File: src/rtl/umc_pkg.sv
// Shared types and constants for the unitary matrix check block.
// Used by umc_ctrl, umc_dp and unitary_matrix_check_unit; no dependencies.
`default_nettype none
package umc_pkg;

  localparam int ELEM_W  = 32;            // one real or imaginary part
  localparam int WORD_W  = 2 * ELEM_W;    // stored element: {imag, real}
  localparam int ACC_W   = 48;            // product accumulator
  localparam int TOL_W   = 31;
  localparam int QCFG_W  = 2;             // matrix_qubits register width
  localparam int APB_DW  = 32;
  localparam int APB_AW  = 3;
  localparam int REG_IDX_W = 1;

  localparam logic [REG_IDX_W-1:0] REG_QUBITS = 1'd0;
  localparam logic [REG_IDX_W-1:0] REG_TOL    = 1'd1;

  localparam logic [QCFG_W-1:0] QUBITS_RST = 2'd1;
  localparam logic [TOL_W-1:0]  TOL_RST    = 31'd1024;

  // controller -> datapath
  typedef struct packed {
    logic load;   // write the incoming element into the store
    logic start;  // last element loaded, arm the pass flag
    logic step;   // issue one multiply-accumulate term
    logic first;  // first term of a product entry
    logic last;   // last term of a product entry
    logic diag;   // entry sits on the diagonal
  } dp_cmd_t;

  // datapath -> controller
  typedef struct packed {
    logic busy;   // terms still in flight
    logic pass;   // no entry has failed so far
  } dp_stat_t;

endpackage
`default_nettype wire

File: src/rtl/umc_ctrl.sv
// Controller for the unitary matrix check: load counter, product-entry
// sequencer state machine and the result register. Depends on umc_pkg.
`default_nettype none
module umc_ctrl #(
  parameter int MAX_QUBITS = 3
) (
  input  wire logic                               clk,
  input  wire logic                               rst_n,
  input  wire logic [$clog2(MAX_QUBITS+1)-1:0]    q_eff,
  input  wire logic                               cfg_clear,
  input  wire logic                               in_tvalid,
  output logic                                    in_tready,
  output umc_pkg::dp_cmd_t                        cmd,
  output logic [2*MAX_QUBITS-1:0]                 wr_addr,
  output logic [2*MAX_QUBITS-1:0]                 rd_addr_a,
  output logic [2*MAX_QUBITS-1:0]                 rd_addr_b,
  input  wire umc_pkg::dp_stat_t                  stat,
  output logic                                    out_tvalid,
  input  wire logic                               out_tready,
  output logic                                    out_is_unitary
);
  import umc_pkg::*;

  localparam int QW = MAX_QUBITS;
  localparam int AW = 2 * MAX_QUBITS;
  localparam int CW = AW + 1;

  typedef enum logic [2:0] {
    ST_LOAD  = 3'b001,
    ST_CHECK = 3'b010,
    ST_DRAIN = 3'b100
  } state_t;

  state_t        state_r, state_nxt;
  logic [CW-1:0] count_r, count_nxt;
  logic [QW-1:0] i_r, i_nxt, c_r, c_nxt, r_r, r_nxt;
  logic          out_tvalid_r, out_tvalid_nxt;
  logic          out_data_r;

  logic [QW-1:0] mask;
  logic [CW-1:0] total;
  logic [CW-1:0] cnt_eff;
  logic          load_last;
  logic          accept;
  logic          i_last, c_last, r_last, end_all;
  logic          out_free;
  logic          emit;

  assign mask      = QW'((32'd1 << q_eff) - 32'd1);
  assign total     = CW'(1) << {q_eff, 1'b0};
  assign cnt_eff   = (count_r >= total) ? '0 : count_r;
  assign load_last = (cnt_eff == total - CW'(1));
  assign in_tready = (state_r == ST_LOAD);
  assign accept    = in_tvalid && in_tready;

  assign i_last  = (i_r == mask);
  assign c_last  = (c_r == mask);
  assign r_last  = (r_r == mask);
  assign end_all = i_last && c_last && r_last;

  assign out_free = !out_tvalid_r || out_tready;
  assign emit     = (state_r == ST_DRAIN) && !stat.busy && out_free;

  assign wr_addr   = cnt_eff[AW-1:0];
  assign rd_addr_a = (AW'(r_r) << q_eff) | AW'(i_r);
  assign rd_addr_b = (AW'(c_r) << q_eff) | AW'(i_r);

  always_comb begin
    cmd.load  = accept;
    cmd.start = accept && load_last;
    cmd.step  = (state_r == ST_CHECK);
    cmd.first = (i_r == '0);
    cmd.last  = i_last;
    cmd.diag  = (r_r == c_r);
  end

  always_comb begin
    state_nxt = state_r;
    unique case (state_r)
      ST_LOAD:  if (accept && load_last) state_nxt = ST_CHECK;
      ST_CHECK: if (end_all) state_nxt = ST_DRAIN;
      ST_DRAIN: if (emit) state_nxt = ST_LOAD;
      default:  state_nxt = ST_LOAD;
    endcase
  end

  // load counter; a size change drops a partly loaded matrix
  always_comb begin
    count_nxt = count_r;
    if (cfg_clear) begin
      count_nxt = '0;
    end else if (accept) begin
      count_nxt = load_last ? '0 : cnt_eff + CW'(1);
    end
  end

  // i runs fastest, then column, then row
  always_comb begin
    i_nxt = '0;
    c_nxt = '0;
    r_nxt = '0;
    if (state_r == ST_CHECK) begin
      i_nxt = i_last ? '0 : i_r + QW'(1);
      c_nxt = c_r;
      r_nxt = r_r;
      if (i_last) begin
        c_nxt = c_last ? '0 : c_r + QW'(1);
        if (c_last) begin
          r_nxt = r_last ? '0 : r_r + QW'(1);
        end
      end
    end
  end

  always_comb begin
    out_tvalid_nxt = out_tvalid_r;
    if (emit) begin
      out_tvalid_nxt = 1'b1;
    end else if (out_tready) begin
      out_tvalid_nxt = 1'b0;
    end
  end

  always_ff @(posedge clk) begin
    if (!rst_n) begin
      state_r      <= ST_LOAD;
      count_r      <= '0;
      i_r          <= '0;
      c_r          <= '0;
      r_r          <= '0;
      out_tvalid_r <= 1'b0;
    end else begin
      state_r      <= state_nxt;
      count_r      <= count_nxt;
      i_r          <= i_nxt;
      c_r          <= c_nxt;
      r_r          <= r_nxt;
      out_tvalid_r <= out_tvalid_nxt;
    end
  end

  always_ff @(posedge clk) begin
    if (emit) begin
      out_data_r <= stat.pass;
    end
  end

  assign out_tvalid     = out_tvalid_r;
  assign out_is_unitary = out_data_r;

  a_load_to_check: assert property (@(posedge clk) disable iff (!rst_n)
    cmd.start |=> state_r == ST_CHECK)
    else $error("last element did not start the check");

  a_count_range: assert property (@(posedge clk) disable iff (!rst_n)
    count_r < total)
    else $error("load count beyond matrix size");

  a_idx_idle: assert property (@(posedge clk) disable iff (!rst_n)
    state_r != ST_CHECK |-> (i_r == '0 && c_r == '0 && r_r == '0))
    else $error("entry counters not parked outside check");

  a_emit: assert property (@(posedge clk) disable iff (!rst_n)
    emit |=> out_tvalid_r)
    else $error("drained check did not present a result");

endmodule
`default_nettype wire

File: config.mk
export PLATFORM = sky130hd
export DESIGN_NAME = umc_ctrl
export DESIGN_NICKNAME = d
export VERILOG_FILES = /design/src/rtl/umc_pkg.sv /design/src/rtl/umc_ctrl.sv
export SDC_FILE = /design/constraint.sdc
export NUM_CORES = 1
export LEC_CHECK = 0
export ABC_CLOCK_PERIOD_IN_PS = 5500
export BUFFER_PORTS_ARGS = -buffer_cell sky130_fd_sc_hd__clkbuf_2
export CAP_MARGIN = 20
export CORE_AREA = 2 2 60 62
export CTS_BUF_LIST = sky130_fd_sc_hd__clkbuf_16
export DETAILED_ROUTE_END_ITERATION = 16
export DIE_AREA = 0 0 62 64
export GPL_TIMING_DRIVEN = 0
export PLACE_DENSITY = 0.79
export SLEW_MARGIN = 30
export SYNTH_ARGS = -nofsm -noshare
export SYNTH_HDL_FRONTEND = slang
export SYNTH_SLANG_ARGS = --single-unit
File: constraint.sdc
create_clock -name clk -period 5.5 [get_ports clk]
set_input_delay 0.825 -clock clk [delete_from_list [all_inputs] [get_ports clk]]
set_output_delay 0.825 -clock clk [all_outputs]
set_load 0.05 [all_outputs]
After elaboration in Yosys (flattened, before gate mapping)
Index checks and enable logic that the tools add are counted.
{"block": "classes", "addsub": 6, "order_cmp": 1, "n_eq_ne": 11, "shift": 4, "muxes": 10, "bitwise": 4, "n_reduce_logical": 16}
{"op": "3-bit two-way mux", "n": 5}
{"op": "7-bit two-way mux", "n": 2}
{"op": "3-bit equality test", "n": 4}
{"op": "6-bit by 3-bit bitwise OR with 6-bit output", "n": 2}
{"op": "3-bit by 2-bit left shift with 6-bit output", "n": 2}
{"op": "3-bit by 1-bit adder with 3-bit output (second input constant)", "n": 3}
{"op": "3-bit one-hot mux with 3 select lines", "n": 1}
{"op": "7-bit by 1-bit adder with 7-bit output (second input constant)", "n": 1}
{"op": "7-bit equality test", "n": 1}
{"op": "7-bit >= comparator", "n": 1}
{"op": "1-bit by 3-bit left shift with 7-bit output (first input constant)", "n": 1}
{"op": "7-bit by 1-bit subtractor with 7-bit output (second input constant)", "n": 1}
{"op": "1-bit logical AND", "n": 6}
{"op": "2-bit by 1-bit inequality test with 1-bit output (second input constant)", "n": 2}
{"op": "2-bit AND reduction", "n": 2}
{"op": "3-bit by 1-bit equality test with 1-bit output (second input constant)", "n": 1}
{"op": "3-bit by 2-bit equality test with 1-bit output (second input constant)", "n": 1}
{"op": "3-bit equality test (second input constant)", "n": 1}
{"op": "3-bit logical NOT", "n": 1}
{"op": "3-bit AND reduction", "n": 1}
{"op": "3-bit OR reduction", "n": 1}
{"op": "1-bit by 2-bit left shift with 3-bit output (first input constant)", "n": 1}
{"op": "3-bit by 1-bit subtractor with 3-bit output (second input constant)", "n": 1}
{"op": "1-bit logical NOT", "n": 2}
{"op": "other kinds (6)", "n": 8}
{"block": "word_totals", "register_bits": 21, "inputBits": 9, "elab_cells": 59}

Logic depth before layout (Yosys ltp)
Gate-level depths: netlist of run 1.
{"block": "depth", "depth_word": 7, "ltp_mapped": 16}

Worst setup path after synthesis of run 1
No wires, ideal clock.
{"block": "synth_timing", "kind": "input to output", "startpoint": "input q_eff[1]", "endpoint": "output cmd[4] (netlist bit)", "t_arrival_ns": 3.419, "required_ns": 4.675, "setup_slack_ns": 1.256, "stages": 10, "n_path_buf": 2, "path_cell_list": "buf_2 -> clkbuf_1 -> nor2b_1 -> inv_1 -> ha_1 -> a211o_1 -> a221oi_2 -> a31oi_1 -> a211o_1 -> nor2_1"}
{"element": "start: declaration", "line": "umc_ctrl.sv:9", "source": "input wire logic [$clog2(MAX_QUBITS+1)-1:0] q_eff,"}
{"element": "end: declaration", "line": "umc_ctrl.sv:13", "source": "output umc_pkg::dp_cmd_t cmd,"}

==> results of run 1 <==
==> worst max-delay path, delay by kind of cell <==
kind / cells / cell delay, ns
fa+ha+maj: 1 / 0.29
simple gates: 2 / 0.39
buf+inv: 5 / 0.96
compound gates: 4 / 1.05
==> cell families after synthesis <==
group           synth area share (%)
flops                          24.38
buf+inv                        9.355
fa+ha+maj                      7.087
mux                            4.181
xor+xnor                       4.961
simple gates                   28.99
compound gates                 21.05
==> stage by stage <==
stage                     total power, µW  setup WS (ns)  hold slack [ns]
after floorplan                     199.8          1.256           0.4376
after global placement              211.1          1.185           0.4627
after detailed placement            211.7          1.184           0.4739
after CTS                           364.0          1.160           0.4874
after global routing                377.4         0.9508           0.5484
final                               362.2          1.154           0.4851
==> path summary, 6_finish.rpt <==
kind	from	endpoint	slack, ns	depth (start not counted)
setup / recovery	q_eff[1]	cmd[4]	1.15	12
hold / removal	i_r[0]	i_r[0]	0.49	1
setup reg to reg	count_r[0]	count_r[6]	2.50	12
hold reg to reg	i_r[0]	i_r[0]	0.49	1
==> flip-flops by register name (all words and copies together) (netlist names) <==
register        cells
count_r             7
c_r                 3
i_r                 3
r_r                 3
state_r             3
out_is_unitary      1
out_tvalid          1
==> per-layer routing <==
| metal | share of wire [%] | vias up | track usage (%) | routed length, µm |
|---|---|---|---|---|
| met5 | 0 | - | 0 | 0 |
| met4 | 1.2 | 0 | 6.915 | 47 |
| met3 | 3.3 | 4 | 3.036 | 125 |
| met2 | 45 | 41 | 31.77 | 1702 |
| met1 | 50 | 786 | 30.68 | 1908 |
| li1 | - | 855 | - | - |
==> cell type report <==
cell class                 count  area [µm²]
fill                         298        1212
multi-input combinational    164        1170
sequential                    21       430.4
timing repair buffer          34       170.2
buffer                        21       112.6
clock buffer                   3       75.07
tap                           46       57.56
inverter                      14       52.55
clock inverter                 1       3.754
==> report_power, final <==
| group | switching [µW] | internal [µW] | leakage (µW) |
|---|---|---|---|
| Clock | 56.3 | 96.9 | 0.0000423 |
| Sequential | 1.01 | 154 | 0.000170 |
| Combinational | 33.4 | 20.6 | 0.000694 |
| Total | 90.7 | 271 | 0.000906 |
==> layout by cell type, fill, tap and decap left out, drive strengths merged, types with 2 or more instances in the layout <==
cell type,Yosys,layout
or2,5,5
a221o,2,2
nor3,5,5
xnor2,5,5
inv,14,15
a22oi,2,2
nor2,15,15
and3,4,4
o21ai,8,8
mux2i,4,4
or3,3,3
nor4,3,3
a31oi,3,3
mux2,3,3
clkbuf,12,49
and2,6,6
a22o,2,2
buf,9,9
or3b,2,2
a32o,3,3
xor2,5,5
nor2b,7,7
nand2,19,19
a211o,3,3
ha,10,10
o2bb2a,4,4
nand3b,5,5
o31ai,5,5
nand2b,4,4
nand3,6,6
a21oi,5,5
nand4,3,3
dfxtp,20,20
or4b,2,2
==> impl_results.md, run 1 <==
* Status: complete, no violations
* DR WL/cell at between 10 and 15 µm
* Nets@finish at about 280
* Vias/cell at approximately 5.5
* Flops & latches, synth at 21
* Final slew viol count at 0
* CP peak stage delay at between 0.3 and 0.4 ns
* Die area at 3968 µm²
* Largest area contributor in the netlist: dfxtp_1
* CTS tree: yes
* Tmin final at between 4 and 5 ns
* Initial antenna violation count at 0
* # IOs at 36
* CP endpoint kind: output pin
* Gr ovfl total at 0
* Num rows at 21
* Dominant cells by area after synthesis: dfxtp_1 (23%), ha_1 (7.1%), nand2_1 (4.0%)
* Area delta synth->final at 17.36%
* Count leader, synth: dfxtp_1
* Die Ht at about 64 µm
* # setup viols final at 0
* Clock-pin slew on the worst setup and hold paths at roughly 0.06 ns
* CTS H-tree depth at 1
* Clk buf depth at 2
* Num CTS Buffers at 3
* Most frequent cells after synthesis: dfxtp_1 (20), nand2_1 (19), nor2_1 (15)
* Arrival time worst endpoint at 3.52 ns
* Pwr dens at approximately 170 nW/µm²
* Post-synthesis average cell area at about 8.0 µm²
* Max-cap violation count at 0
* Period utilization at between 70% and 80%
* Total number of vias at 1686
* Detailed Routing Iterations Pass 1 at 4
* Slowest-stage cell, CP: a211o_1
* Netlist cell types at 55
* Cell Count, Final, Fillers Out at 304
* Clk_skew at 0.001682 ns
* Setup TNS at 0 ns
* Slew of the pin with the lowest slew margin at about 0.55 ns
* HP Class: flip-flop to flip-flop
* Leakage at approximately 0.0009 µW
* CP Cell Sequence: clkbuf_2 > buf_2 > clkbuf_1 > nor2b_1 > inv_1 > ha_1 > a211o_1 > a221oi_2 > a31oi_1 > a211o_1 > nor2_1 > clkbuf_2
* Placed Instances at 300
* Post-route cell area at a little over 2000 µm²
* Fraction of layout cells with a size suffix above 1 at about a quarter
* GRT Util Overall at 21.23%
* Async SR Flop Fraction at 0%
* Peak VDD IR at 0.1695 mV
* Dpl cell area at around 2000 µm²
* Startpoint types: input pin
* Starting DRT DRC Count at 83
* Number of synthesized flops with an enable pin at 1
* PortBufs at 34
* Largest net degree at the start of global routing at 12
* Mapped Area at 1765 µm²
* Syn Inst Count at 220
* Worst-path fanout max at 10
* Vias in the first global route at roughly 1500
* Diodes inserted at 0
* First-pass GRT wire length at around 6600 µm
* Slew margin rel. at about 63%
* Seq/Total Area, Yosys at about 24%
* Starting Density at a little over half
* Clock root buffer: clkbuf_16
* Clk_lat worst skew at 0.25 ns
* ANT nets after route at 0
* Syn nets at roughly 240
* RSZ-0062 raised after global routing: false
* Final Hold Fails at 0
* Achievable Freq at between 0.2 and 0.25 GHz
* YS warnings at 0
* RePlAce Congestion at between 0.8 and 0.9
* Post-CTS Setup Bufs at 0
* Fin util at 63.09%
* CTS Hold Buffers Added at 0
* CP Data Required Time at around 4.7 ns
* Routed WL at about 3800 µm
* Die X at 62 µm
* DRC viols at 0
* HPWL after DPL at approximately 2900 µm
* Top cell type's share of synthesized area at roughly 23%
* Synth Flop Type: dfxtp_1
* Clock sink count at 21
* Resize count post-CTS at 0
* CP Class: input pin to output pin
* Core area at ~3300 µm²
(Power assumes the default switching activity.)
==> run 2, diff against run 1 <==
ABC_AREA = 1   (was not set)
ABC_CLOCK_PERIOD_IN_PS = 3720   (was 5500)
CORE_AREA = 2 2 62 64   (was 2 2 60 62)
DIE_AREA = 0 0 64 66   (was 0 0 62 64)
PLACE_DENSITY = 0.75   (was 0.79)
clock period = 3.72 ns   (was 5.5 ns; I/O delays follow)
==> run 2 against run 1 <==
  * Routed wire length up 1.1%
  * Final area is 3.9% lower
  * Via count shrank 1.3%
  * Clock skew increased by 0.0018 ns
  * Final cell count rose by 8.6%
==> impl_results.md, run 2 <==
* Largest area contributor in the netlist: dfxtp_1 (unchanged)
* Resize count post-CTS at 0 (unchanged)
* Fillers at 349 (was 298)
* Num rows at 22 (was 21)
* Clock root buffer: clkbuf_16 (unchanged)
* GRT Util Overall at 19.18% (was 21.23%)
* Max-cap violation count at 0 (unchanged)
* Peak VDD IR at 0.2414 mV (was 0.1695 mV)
* Post-synthesis average cell area at 6.879 µm² (was 8.025 µm²)
* HPWL after DPL at 3061 µm (was 2876 µm)
* Num CTS Buffers at 3 (unchanged)
* Clk buf depth at 2 (unchanged)
* Seq/Total Area, Yosys at 25.54% (was 24.38%)
* CTS Hold Buffers Added at 0 (unchanged)
* Period utilization at between 80% and 90%
* CP endpoint kind: output pin (unchanged)
* Most flop-heavy register: count_r (unchanged)
* Clk_skew at 0.003499 ns (was 0.001682 ns)
* Clock sink count at 21 (unchanged)
* Crit path max-delay family: simple AND/OR/NAND/NOR gates (was compound AO/OA/AOI/OAI gates)
* Core area at 3551 µm² (was 3284 µm²)
* Most frequent cells in the layout: nand2_1 (50), inv_1 (36), clkbuf_2 (33) (was clkbuf_2 (34), dfxtp_1 (20), nand2_1 (19))
* Pwr dens at 348.0 nW/µm² (was 174.8 nW/µm²)
* Number of synthesized flops with an enable pin at 1 (unchanged)
* Clk pwr share at 33.4% (was 42.3%)
* Starting Density at 47.46% (was 53.75%)
* Detailed Routing Iterations Pass 1 at 4 (unchanged)
* Clock-pin slew on the worst setup and hold paths at 0.06 ns (about the same)
* ANT nets after route at 0 (unchanged)
* Count leader, synth: nand2_1 (was dfxtp_1)
* Cell Count, Final, Fillers Out at 330 (was 304)
* First-pass GRT wire length at 6313 µm (was 6617 µm)
* Vias in the first global route at 1451 (was 1496)
* Share of power burned in registers at 35.7% (was 42.8%)
* Vias/cell at 5.042 (was 5.546)
* Startpoint types: input pin (unchanged)
* Arrival time worst endpoint at 2.60 ns (was 3.52 ns)
* Status: complete, no violations (unchanged)
* WHS at 0.4727 ns (was 0.4851 ns)
* CTS tree: yes (unchanged)
* Worst Path Buf+Inv at 5 (unchanged)
* Flops & latches, synth at 21 (unchanged)
* Total number of vias at 1664 (was 1686)
* RSZ-0062 raised after global routing: false (unchanged)
* Placed Instances at 326 (was 300)
* Setup TNS at 0 ns (unchanged)
* Largest register FFs at 7 (unchanged)
* Clk_lat worst skew at 0.26 ns (was 0.25 ns)
* CP Data Required Time at 3.16 ns (was 4.68 ns)
* Leakage at 0.0009973 µW (was 0.0009060 µW)
* Diodes inserted at 0 (unchanged)
* # IOs at 36 (unchanged)
* Slowest-stage cell, CP: ha_1 (was a211o_1)
* YS warnings at 0 (unchanged)
* Achievable Freq at ~0.32 GHz
* Die Ht at 66 µm (was 64 µm)
* Initial antenna violation count at 0 (unchanged)
* # setup viols final at 0 (unchanged)
* Die area at 4224 µm² (was 3968 µm²)
* Fraction of layout cells with a size suffix above 1 at 24.11% (was 24.03%)
* R2r setup slk at 1.38 ns (was 2.50 ns)
* Slew of the pin with the lowest slew margin at 0.5919 ns (was 0.5472 ns)
* Nets@finish at 302 (was 278)
* Worst-path fanout max at 10 (unchanged)
* Synth Flop Type: dfxtp_1 (unchanged)
* Worst R2R Start: count_r[0] (unchanged)
* Combinational share of power at 31.0% (was 14.9%)
* Starting DRT DRC Count at 55 (was 83)
* Post-CTS Setup Bufs at 0 (unchanged)
* Most frequent CP cell: nand2_1
* DRC viols at 0 (unchanged)
* CP Cell Sequence: buf_4 > inv_1 > nand2_1 > ha_1 > nand2_1 > nand2_1 > a21oi_4 > buf_6 > nand3_2 > nand2_1 > nand2_1 > nor2_2 > nand4_2 > inv_1 > clkbuf_2 (was clkbuf_2 > buf_2 > clkbuf_1 > nor2b_1 > inv_1 > ha_1 > a211o_1 > a221oi_2 > a31oi_1 > a211o_1 > nor2_1 > clkbuf_2)
* Dominant cells by area after synthesis: dfxtp_1 (24%), nand2_1 (11%), inv_1 (8.0%) (was dfxtp_1 (23%), ha_1 (7.1%), nand2_1 (4.0%))
* Final Hold Fails at 0 (unchanged)
* Slew margin rel. at 60.24% (was 63.30%)
* Syn Inst Count at 245 (was 220)
* CP Class: input pin to output pin (unchanged)
* Final slew viol count at 0 (unchanged)
* P_sw at 250.7 µW (was 90.72 µW)
* Mapped Area at 1685 µm² (was 1765 µm²)
* Die X at 64 µm (was 62 µm)
* Tmin final at roughly 3.2 ns
* Crit path launch: q_eff[0] (was q_eff[1])
* Routed WL at 3825 µm (was 3784 µm)
* DR WL/cell at 11.59 µm (was 12.45 µm)
* HP Class: input pin to flip-flop (was flip-flop to flip-flop)
* RePlAce Congestion at 0.8752 (was 0.8074)
* Largest net degree at the start of global routing at 13 (was 12)
* Gr ovfl total at 0 (unchanged)
* PortBufs at 33 (was 34)
* Leading cell type in the layout, fill and taps excluded: nand2_1 (was clkbuf_2)
* CP peak stage delay at 0.30 ns (was 0.37 ns)
* CTS H-tree depth at 1 (unchanged)
* Worst min-delay path startpoint: stat[0] (was i_r[0])
* Syn nets at 264 (was 239)
* P_int at 442.1 µW (was 271.5 µW)
* Top cell type's share of synthesized area at 23.76% (was 22.68%)
* Area delta synth->final at 18.11% (was 17.36%)
* Netlist cell types at 37 (was 55)
* Async SR Flop Fraction at 0% (unchanged)
* Most frequent cells after synthesis: nand2_1 (50), inv_1 (36), nor2_1 (24) (was dfxtp_1 (20), nand2_1 (19), nor2_1 (15))
* Fin util at 56.06% (was 63.09%)
* Switching Share at 36.19% (was 25.05%)
run 2: cell count changes in the layout (fill, tap and decap cells not counted), moves of 5 or more:
| cell | previous run | this run |
|---|---|---|
| nand2_1 | 19 | 50 |
| inv_1 | 15 | 36 |
| clkbuf_1 | 12 | 1 |
| a21oi_1 | 5 | 15 |
| nor2_1 | 15 | 24 |
| nor2b_1 | 7 | 0 |
| and2_1 | 6 | 0 |
| nand3_1 | 5 | 11 |
| nor2_2 | 0 | 6 |
| xor2_1 | 5 | 10 |
run 2: cells by family (layout without fill, tap and decap cells):
group,count (synthesis),after routing,share of synthesized area [%]
AOI/OAI and AO/OA,36,36,13.07
xor gates and xnor gates,12,12,6.236
adders and majority gates,10,10,7.424
buffers and inverters,46,83,11.88
DFF,21,21,25.54
and+or+nand+nor,120,120,35.86
run 2: layout make-up:
class                           count  area, µm²  share of cell area (%)
Clock inverter                      1      5.005                  0.2514
Tap cell                           48      60.06                   3.017
Sequential cell                    21      430.4                   21.62
Timing Repair Buffer               33      165.2                   8.297
Clock buffer                        3      75.07                   3.771
Buffer                              7      52.55                   2.640
Multi-Input combinational cell    178       1055                   52.99
Inverter                           39      147.6                   7.417
run 2: per-stage QoR:
step                power, µW  cell area (µm²)  setup WS (ns)
floorplan               425.4             1685         0.4515
global placement        464.4             1911         0.5886
detailed placement      466.9             1911         0.5510
CTS                     700.2             1991         0.5411
global route            725.4             1991         0.3665
finish                  692.8             1991         0.5661
run 2: path summary, 6_finish.rpt:
| path | to | cells past startpoint |
|---|---|---|
| max | cmd[4] | 15 |
| min | out_is_unitary | 1 |
| max reg2reg | count_r[4] | 16 |
| min reg2reg | i_r[0] | 1 |
run 2: routing by layer:
metal,GRT usage (%),share of wire (%),vias to the layer above
li1,-,-,867
met1,24.03,46,767
met2,32.03,49,24
met3,3.237,3.5,6
met4,8.967,1.5,0
met5,0,0,-
run 2: power groups by stage:
| stage | Sequential, µW | Clock, µW | Combinational [µW] |
|---|---|---|---|
| finish | 247 | 231 | 215 |
| global route | 249 | 244 | 233 |
| CTS | 247 | 237 | 216 |
| detailed placement | 252 | 0 | 215 |
| global placement | 252 | 0 | 212 |
| floorplan | 252 | 0 | 173 |
